===== config.mk =====
export PLATFORM = sky130hd
export DESIGN_NAME = tensor_range_saturation_stats_unit_flat
export DESIGN_NICKNAME = d
export VERILOG_FILES = /design/src/design/trss_pkg.sv /design/src/design/trss_ifs.sv /design/src/design/trss_extend.sv /design/src/design/trss_accum.sv /design/src/design/tensor_range_saturation_stats_unit.sv /design/src/flat_wrapper.sv
export VERILOG_INCLUDE_DIRS = /design/src /design/src/design
export SDC_FILE = /design/constraint.sdc
export NUM_CORES = 1
export LEC_CHECK = 0
export BUFFER_PORTS_ARGS = -buffer_cell sky130_fd_sc_hd__buf_2
export CAP_MARGIN = 20
export CORE_UTILIZATION = 40
export CTS_CLUSTER_SIZE = 25
export DETAILED_ROUTE_END_ITERATION = 10
export HOLD_SLACK_MARGIN = 0.06
export PLACE_DENSITY = 0.61
export SLEW_MARGIN = 20
export SYNTH_ARGS = -nofsm -noshare
export SYNTH_HDL_FRONTEND = slang
export SYNTH_SLANG_ARGS = --single-unit

===== constraint.sdc =====
create_clock -name clk -period 24.2 [get_ports clk]
set_input_delay 4.84 -clock clk [delete_from_list [all_inputs] [get_ports clk]]
set_output_delay 4.84 -clock clk [all_outputs]
set_load 0.05 [all_outputs]

===== src/design/tensor_range_saturation_stats_unit_defines.svh =====
// Assertion macros for the tensor range statistics block.
// Expect a clock named clk and an active-low reset named arst_n in scope.
`ifndef TENSOR_RANGE_SATURATION_STATS_UNIT_DEFINES_SVH
`define TENSOR_RANGE_SATURATION_STATS_UNIT_DEFINES_SVH

// condition must hold at every edge outside reset
`define TRSS_ASSERT_ALWAYS(lbl, cond, msg) \
	lbl: assert property (@(posedge clk) disable iff (!arst_n) (cond)) else $error(msg);

// antecedent at one edge implies consequent at the next
`define TRSS_ASSERT_NEXT(lbl, ante, cons, msg) \
	lbl: assert property (@(posedge clk) disable iff (!arst_n) (ante) |=> (cons)) \
		else $error(msg);

`endif


===== src/design/trss_pkg.sv =====
// Shared types and constants of the tensor range statistics block.
// No dependencies.
package trss_pkg;

	typedef enum logic [1:0] {
		DTYPE_INT8  = 2'd0,
		DTYPE_INT32 = 2'd1,
		DTYPE_INT64 = 2'd2,
		DTYPE_UNSUP = 2'd3
	} trss_dtype_t;

	localparam logic signed [63:0] INT8_LO  = -64'sd128;
	localparam logic signed [63:0] INT8_HI  = 64'sd127;
	localparam logic signed [63:0] INT32_LO = 64'shFFFF_FFFF_8000_0000;
	localparam logic signed [63:0] INT32_HI = 64'sh0000_0000_7FFF_FFFF;
	localparam logic signed [63:0] INT64_LO = 64'sh8000_0000_0000_0000;
	localparam logic signed [63:0] INT64_HI = 64'sh7FFF_FFFF_FFFF_FFFF;

	typedef struct packed {
		logic signed [63:0] value;
		logic               is_low;
		logic               is_high;
	} trss_ext_t;

	typedef struct packed {
		logic valid;
		logic last;
		logic empty;
	} trss_ctrl_t;

endpackage


===== src/design/trss_ifs.sv =====
// Channel interfaces of the tensor range statistics block.
// Element input, statistics record output and dtype write channel.
interface trss_elem_if;
	logic        valid;
	logic        ready;
	logic [63:0] element_bits;
	logic        last_element;
	logic        empty_tensor;

	modport source (output valid, element_bits, last_element, empty_tensor, input ready);
	modport sink   (input valid, element_bits, last_element, empty_tensor, output ready);
endinterface

interface trss_stats_if;
	logic               valid;
	logic               ready;
	logic [31:0]        element_total;
	logic signed [63:0] min_seen;
	logic signed [63:0] max_seen;
	logic [31:0]        low_rail_count;
	logic [31:0]        high_rail_count;

	modport source (output valid, element_total, min_seen, max_seen, low_rail_count,
		high_rail_count, input ready);
	modport sink   (input valid, element_total, min_seen, max_seen, low_rail_count,
		high_rail_count, output ready);
endinterface

interface trss_cfg_if;
	logic       valid;
	logic       ready;
	logic [1:0] data;

	modport source (output valid, data, input ready);
	modport sink   (input valid, data, output ready);
endinterface


===== src/design/trss_extend.sv =====
// Sign extension of raw element bits by type, and rail detection.
// Depends on trss_pkg.
module trss_extend (
	input  logic [63:0]         raw,
	input  logic [1:0]          mode,
	output trss_pkg::trss_ext_t ext
);
	import trss_pkg::*;

	logic signed [63:0] lo;
	logic signed [63:0] hi;

	always_comb begin
		ext.value = {{56{raw[7]}}, raw[7:0]};
		lo        = '0;
		hi        = '0;
		unique case (trss_dtype_t'(mode))
			DTYPE_INT8: begin
				lo = INT8_LO;
				hi = INT8_HI;
			end
			DTYPE_INT32: begin
				ext.value = {{32{raw[31]}}, raw[31:0]};
				lo        = INT32_LO;
				hi        = INT32_HI;
			end
			DTYPE_INT64: begin
				ext.value = raw;
				lo        = INT64_LO;
				hi        = INT64_HI;
			end
			DTYPE_UNSUP: begin
				// read as int8, both limits zero
				lo = '0;
				hi = '0;
			end
			default: begin
				lo = '0;
				hi = '0;
			end
		endcase
		ext.is_low  = (ext.value == lo);
		ext.is_high = (ext.value == hi);
	end

endmodule


===== src/design/trss_accum.sv =====
// Running min/max and saturating counters, with the record output register.
// Depends on trss_pkg and trss_stats_if.
module trss_accum #(
	parameter int COUNT_WIDTH = 32
) (
	input  logic                 clk,
	input  logic                 arst_n,
	input  trss_pkg::trss_ctrl_t ctrl,
	input  trss_pkg::trss_ext_t  ext,
	output logic                 pop,
	trss_stats_if.source         stats
);
	import trss_pkg::*;

	logic signed [63:0]     min_q, max_q, min_nxt, max_nxt;
	logic [COUNT_WIDTH-1:0] seen_q, low_q, high_q, seen_nxt, low_nxt, high_nxt;
	logic                   out_valid_q;
	logic                   emits;

	function automatic logic [COUNT_WIDTH-1:0] sat_inc(input logic [COUNT_WIDTH-1:0] c);
		return (&c) ? c : c + 1'b1;
	endfunction

	function automatic logic [31:0] clamp32(input logic [COUNT_WIDTH-1:0] c);
		logic [63:0] w;
		w = 64'(c);
		return (w > 64'h0000_0000_FFFF_FFFF) ? 32'hFFFF_FFFF : w[31:0];
	endfunction

	always_comb begin
		min_nxt  = (ext.value < min_q) ? ext.value : min_q;
		max_nxt  = (ext.value > max_q) ? ext.value : max_q;
		seen_nxt = sat_inc(seen_q);
		low_nxt  = ext.is_low ? sat_inc(low_q) : low_q;
		high_nxt = ext.is_high ? sat_inc(high_q) : high_q;
	end

	assign emits       = ctrl.last || ctrl.empty;
	assign pop         = ctrl.valid && (!emits || !out_valid_q || stats.ready);
	assign stats.valid = out_valid_q;

	always_ff @(posedge clk or negedge arst_n) begin
		if (!arst_n) begin
			min_q       <= INT64_HI;
			max_q       <= INT64_LO;
			seen_q      <= '0;
			low_q       <= '0;
			high_q      <= '0;
			out_valid_q <= 1'b0;
		end else begin
			if (pop && emits) begin
				min_q       <= INT64_HI;
				max_q       <= INT64_LO;
				seen_q      <= '0;
				low_q       <= '0;
				high_q      <= '0;
				out_valid_q <= 1'b1;
			end else begin
				if (pop) begin
					min_q  <= min_nxt;
					max_q  <= max_nxt;
					seen_q <= seen_nxt;
					low_q  <= low_nxt;
					high_q <= high_nxt;
				end
				if (stats.ready)
					out_valid_q <= 1'b0;
			end
		end
	end

	always_ff @(posedge clk) begin
		if (pop && emits) begin
			if (ctrl.empty) begin
				stats.element_total   <= '0;
				stats.min_seen        <= '0;
				stats.max_seen        <= '0;
				stats.low_rail_count  <= '0;
				stats.high_rail_count <= '0;
			end else begin
				stats.element_total   <= clamp32(seen_nxt);
				stats.min_seen        <= min_nxt;
				stats.max_seen        <= max_nxt;
				stats.low_rail_count  <= clamp32(low_nxt);
				stats.high_rail_count <= clamp32(high_nxt);
			end
		end
	end

endmodule


===== src/design/tensor_range_saturation_stats_unit.sv =====
// Tensor range statistics unit: input stage, dtype register and assertions.
// Depends on trss_pkg, trss_ifs, trss_extend, trss_accum and the defines header.
//
// Usage:
//   elem  : one tensor element per transfer (raw bits, last and empty flags).
//   stats : one record per tensor, on the last element or an empty-tensor item.
//   cfg   : writes dtype_mode (0 int8, 1 int32, 2 int64, 3 unsupported);
//           always ready; the user must write it only while the unit is idle,
//           since the unit itself does not enforce this.
// Throughput: one element per cycle while no closing element waits on a pending
//   record; compare and counter update are combinational before the accumulators.
// Path: the element that closes a tensor passes the input register, then the
//   output register, where its record is held valid on stats until taken.
// Reset: accumulators restart (min at the largest value, max at the most
//   negative, counts zero), dtype returns to int8, no record is pending.
// Stall: while a record waits on stats, elements that do not close a tensor
//   still flow; a closing element holds in the input register, and elem
//   ready drops once that register cannot drain.
`include "tensor_range_saturation_stats_unit_defines.svh"

module tensor_range_saturation_stats_unit #(
	parameter int COUNT_WIDTH = 32
) (
	input  logic         clk,
	input  logic         arst_n,
	trss_elem_if.sink    elem,
	trss_stats_if.source stats,
	trss_cfg_if.sink     cfg
);
	import trss_pkg::*;

	trss_ctrl_t  ctrl_s1;
	logic [63:0] bits_s1;
	logic [1:0]  dtype_q;
	trss_ext_t   ext;
	logic        pop;

	assign elem.ready = !ctrl_s1.valid || pop;
	assign cfg.ready  = 1'b1;

	always_ff @(posedge clk or negedge arst_n) begin
		if (!arst_n) begin
			ctrl_s1 <= '0;
			dtype_q <= DTYPE_INT8;
		end else begin
			if (cfg.valid)
				dtype_q <= cfg.data;
			if (elem.valid && elem.ready) begin
				ctrl_s1.valid <= 1'b1;
				ctrl_s1.last  <= elem.last_element;
				ctrl_s1.empty <= elem.empty_tensor;
			end else if (pop) begin
				ctrl_s1.valid <= 1'b0;
			end
		end
	end

	always_ff @(posedge clk) begin
		if (elem.valid && elem.ready)
			bits_s1 <= elem.element_bits;
	end

	trss_extend u_extend (
		.raw  (bits_s1),
		.mode (dtype_q),
		.ext  (ext)
	);

	trss_accum #(
		.COUNT_WIDTH (COUNT_WIDTH)
	) u_accum (
		.clk    (clk),
		.arst_n (arst_n),
		.ctrl   (ctrl_s1),
		.ext    (ext),
		.pop    (pop),
		.stats  (stats)
	);

	`TRSS_ASSERT_ALWAYS(a_ready_when_empty, ctrl_s1.valid || elem.ready, "input stage empty but not ready")
	`TRSS_ASSERT_NEXT(a_close_emits, pop && (ctrl_s1.last || ctrl_s1.empty), stats.valid, "closing element gave no record")
	`TRSS_ASSERT_NEXT(a_empty_zero, pop && ctrl_s1.empty, stats.element_total == 32'd0 && stats.min_seen == 64'sd0, "empty tensor record not zero")

endmodule

===== src/flat_wrapper.sv =====
// flat-port wrapper written by rule: the top's interface ports become plain ports
module tensor_range_saturation_stats_unit_flat import trss_pkg::*;
#(
	parameter int COUNT_WIDTH = 32
)
  (clk, arst_n, elem_valid, elem_element_bits, elem_last_element, elem_empty_tensor, elem_ready, stats_valid, stats_element_total, stats_min_seen, stats_max_seen, stats_low_rail_count, stats_high_rail_count, stats_ready, cfg_valid, cfg_data, cfg_ready);
  trss_elem_if elem_i ();
  trss_stats_if stats_i ();
  trss_cfg_if cfg_i ();
  input  logic clk;
  input  logic arst_n;
  input wire logic [$bits(elem_i.valid)-1:0] elem_valid;
  input wire logic [$bits(elem_i.element_bits)-1:0] elem_element_bits;
  input wire logic [$bits(elem_i.last_element)-1:0] elem_last_element;
  input wire logic [$bits(elem_i.empty_tensor)-1:0] elem_empty_tensor;
  output wire logic [$bits(elem_i.ready)-1:0] elem_ready;
  output wire logic [$bits(stats_i.valid)-1:0] stats_valid;
  output wire logic [$bits(stats_i.element_total)-1:0] stats_element_total;
  output wire logic [$bits(stats_i.min_seen)-1:0] stats_min_seen;
  output wire logic [$bits(stats_i.max_seen)-1:0] stats_max_seen;
  output wire logic [$bits(stats_i.low_rail_count)-1:0] stats_low_rail_count;
  output wire logic [$bits(stats_i.high_rail_count)-1:0] stats_high_rail_count;
  input wire logic [$bits(stats_i.ready)-1:0] stats_ready;
  input wire logic [$bits(cfg_i.valid)-1:0] cfg_valid;
  input wire logic [$bits(cfg_i.data)-1:0] cfg_data;
  output wire logic [$bits(cfg_i.ready)-1:0] cfg_ready;
  assign elem_i.valid = elem_valid;
  assign elem_i.element_bits = elem_element_bits;
  assign elem_i.last_element = elem_last_element;
  assign elem_i.empty_tensor = elem_empty_tensor;
  assign elem_ready = elem_i.ready;
  assign stats_valid = stats_i.valid;
  assign stats_element_total = stats_i.element_total;
  assign stats_min_seen = stats_i.min_seen;
  assign stats_max_seen = stats_i.max_seen;
  assign stats_low_rail_count = stats_i.low_rail_count;
  assign stats_high_rail_count = stats_i.high_rail_count;
  assign stats_i.ready = stats_ready;
  assign cfg_i.valid = cfg_valid;
  assign cfg_i.data = cfg_data;
  assign cfg_ready = cfg_i.ready;
  tensor_range_saturation_stats_unit #(.COUNT_WIDTH(COUNT_WIDTH)) u_core (.clk(clk), .arst_n(arst_n), .elem(elem_i), .stats(stats_i), .cfg(cfg_i));
endmodule

==> insert_results.sql <==
INSERT INTO impl_metrics (metric_group, metric, value, unit) VALUES
('global_route', 'antenna_found_initial', '1', ''),
('layout', 'mostFrequentLayoutCells', 'buf_2, nand2_1, edfxtp_1, nor2_1, a21oi_1', ''),
('timing', 'max_clock_freq', '94.9', 'MHz'),
('die', 'fp.dieH', '261', 'um'),
('logic_synthesis', 'ys.warnings.count', '0', ''),
('outcome', 'violations', 'DRC', ''),
('routing', 'number_of_vias_per_cell_after_detailed_routing', '5.56', ''),
('clocking', 'clock_sink_count', '518', ''),
('clocking', 'h-tree-depth', '2', ''),
('clocking', 'clock-root-buffer', 'clkbuf_16', ''),
('timing', 'max-slew-margin-rel', '27.0', '%'),
('power', 'power.ir.vdd_worst', '76.8', 'uV'),
('die', 'io-pin-count', '300', ''),
('placement', 'place.detailed.instances', '3598', ''),
('die', 'dieArea', '68200', 'um^2'),
('setup_path', 'crit_path_top_delay_cell', 'buf_2', ''),
('layout', 'mostFrequentLayoutCell', 'buf_2', ''),
('die', 'dieWidth', '261', 'um'),
('logic_synthesis', 'number_of_enable_flip_flop_cells_after_synthesis', '288', ''),
('logic_synthesis', 'synth_cell_types', '79', ''),
('clocking', 'clkSlewWorstSetupHoldPaths', '60', 'ps'),
('placement', 'dpl_cell_area', '29100', 'um^2'),
('setup_path', 'setup.worst_path.end_class', 'output port', ''),
('power', 'total_leakage_power', '0.0135', 'uW'),
('clocking', 'cts-root-to-sink-buffers', '3', ''),
('global_route', 'first_pass_grt_wire_length', '116', 'mm'),
('routing', 'drtPass1Iterations', '11', ''),
('timing', 'rsz_0062_raised_after_global_routing', 'no', ''),
('outcome', 'run_status', 'finished, violations left', ''),
('routing', 'postRouteWirelength', '74.0', 'mm'),
('layout', 'layout-drive-gt1-share', '18.9', '%'),
('logic_synthesis', 'synth.ff_latch_count', '518', ''),
('logic_synthesis', 'netlist.area_leader.share', '32.2', '%'),
('clocking', 'cts_setup_buffers', '0', ''),
('global_route', 'top_usage_layer', 'met2', ''),
('timing', 'final.setup_skew', '22.2', 'ps'),
('timing', 'hold_violations', '0', ''),
('logic_synthesis', 'postSynthCellCount', '2563', ''),
('routing', 'detailroute.via_count', '20600', ''),
('setup_path', 'number_of_buffer_and_inverter_stages_on_the_critical_path', '2', ''),
('die', 'rows', '94', ''),
('routing', 'antenna_left', '0', ''),
('clocking', 'cts_repair_resize_count', '0', ''),
('timing', 'report.final.setup_viol', '0', ''),
('timing', 'share_of_the_cycle_needed_by_the_critical_path_after_routing', '43.5', '%'),
('global_route', 'grt_max_degree', '168', ''),
('setup_path', 'setup.worst_path.class', 'in2out', ''),
('global_route', 'gr-usage-met2', '34.8', '%'),
('worst_hold_path', 'hold_path_class', 'reg2reg', ''),
('clocking', 'number_of_hold_buffers_added_after_cts', '0', ''),
('power', 'p_per_area', '115', 'nW/um^2'),
('setup_path', 'critical-path-top-delay-family', 'simple AND/OR/NAND/NOR gates', ''),
('global_route', 'gr-usage-met1', '29.1', '%'),
('global_route', 'met3_usage', '3.71', '%'),
('timing', 'fin_tns_setup', '0', 'ps'),
('timing', 'worstMarginPinSlew', '1100', 'ps'),
('placement', 'hpwlAfterDp', '49.0', 'mm'),
('setup_path', 'highest_net_fanout_along_the_worst_path', '3', ''),
('placement', 'portBuffers', '298', ''),
('setup_path', 'cpMostUsedCell', 'buf_2', ''),
('global_route', 'grt-ovfl-total', '0', ''),
('logic_synthesis', 'yosysSeqAreaShare', '53.9', '%'),
('logic_synthesis', 'postSynth.asyncResetShare', '44.4', '%'),
('layout', 'final_net_count', '3001', ''),
('power', 'combinationalPowerShare', '37.2', '%'),
('setup_path', 'critical_path.max_stage_delay', '230', 'ps'),
('die', 'floorplan.initialDensity', '40.6', '%'),
('logic_synthesis', 'syn_area_per_cell', '10.5', 'um^2'),
('logic_synthesis', 'mappedNetlistArea', '26900', 'um^2'),
('routing', 'detail_route.drc_violations', '15', ''),
('die', 'core', '66100', 'um^2');
[final cells by class]
| cell class | instances | area [um^2] |
|---|---|---|
| clock buffer | 70 | 1520 |
| clock inverter | 38 | 592 |
| fill | 6116 | 34800 |
| inverter | 171 | 642 |
| multi-input combinational | 1719 | 11200 |
| sequential | 518 | 14500 |
| tap | 864 | 1080 |
| timing repair buffer | 326 | 1720 |
[synth_stat cells, drive strengths merged (58+ instances only)]
library cell / n
dfstp: 64
clkbuf: 122
nand2: 294
a22o: 71
nor2: 220
a21oi: 194
mux2i: 58
o21ai: 124
inv: 171
dfrtp: 166
ha: 135
edfxtp: 288
xnor2: 64
[metrics by stage]
step	total power, uW	setup WS (ps)	utilization, %	hold slack [ps]
floorplan	2280	8790	-	450
global placement	2610	13630	44.1	471
global route	3790	13600	47.3	513
CTS	3630	13650	47.3	488
finish	3600	13670	47.3	489
detailed placement	2640	13660	44.1	481
[worst register-to-register path, stage by stage (launching register included)]
cell	delay, ps
dfrtp_1	410
inv_1	100
ha_1	870
a21boi_2	280
buf_4	370
a21oi_2	240
ha_1	540
nand4_1	190
nor4_1	690
nor4b_1	610
nand2_1	210
a31oi_1	430
nor3_1	250
xnor2_2	160
buf_4	640
nand2_2	300
buf_4	400
o22a_1	330
[layer usage]
layer	routed length, um	vias to the layer above
li1	-	9698
met5	0	-
met2	34600	667
met3	4530	134
met4	2180	0
met1	32600	10100
[path summary, 6_finish.rpt]
check                           slack (ps)  cells past startpoint                   endpoint                       from
worst max-delay path                 13670                      5                 elem_ready                stats_ready
worst min-delay path                   490                      1  u_core.u_accum.high_q[27]  u_core.u_accum.high_q[27]
worst max register to register       17110                     17   u_core.u_accum.min_q[28]          u_core.dtype_q[1]
worst min register to register         490                      1  u_core.u_accum.high_q[27]  u_core.u_accum.high_q[27]
max in group asynchronous            17950                      3          u_core.ctrl_s1[0]                     arst_n
min in group asynchronous             4130                      1   u_core.u_accum.max_q[41]                     arst_n
[registers in the layout (all words and copies together), names as in the netlist, 64 cells and up]
signal	cells
u_core.bits_s1	64
u_core.u_accum.max_q	64
u_core.u_accum.min_q	64
u_core.u_accum.stats.max_seen	64
u_core.u_accum.stats.min_seen	64
[cells by family (layout without fill, tap and decap cells)]
| family | count (synthesis) | after routing | share of synthesized area [%] |
|---|---|---|---|
| AO/OA/AOI/OAI | 626 | 626 | 15.3 |
| adder cells (fa/ha/maj) | 135 | 135 | 6.29 |
| XOR/XNOR | 91 | 91 | 2.97 |
| multiplexers | 60 | 60 | 2.25 |
| buffers and inverters | 326 | 605 | 4.73 |
| other | 1 | 1 | 0.0140 |
| flip-flops | 518 | 518 | 53.9 |
| AND/OR/NAND/NOR | 806 | 806 | 14.5 |
[power by group through the flow]
stage               Sequential (uW)  Clock, uW  Combinational (uW)
finish                         1290        974                1340
floorplan                      1600          0                 675
detailed placement             1300          0                1340
global route                   1310       1030                1450
CTS                            1290        995                1340
global placement               1300          0                1320
Power figures use the tool's default switching activity.
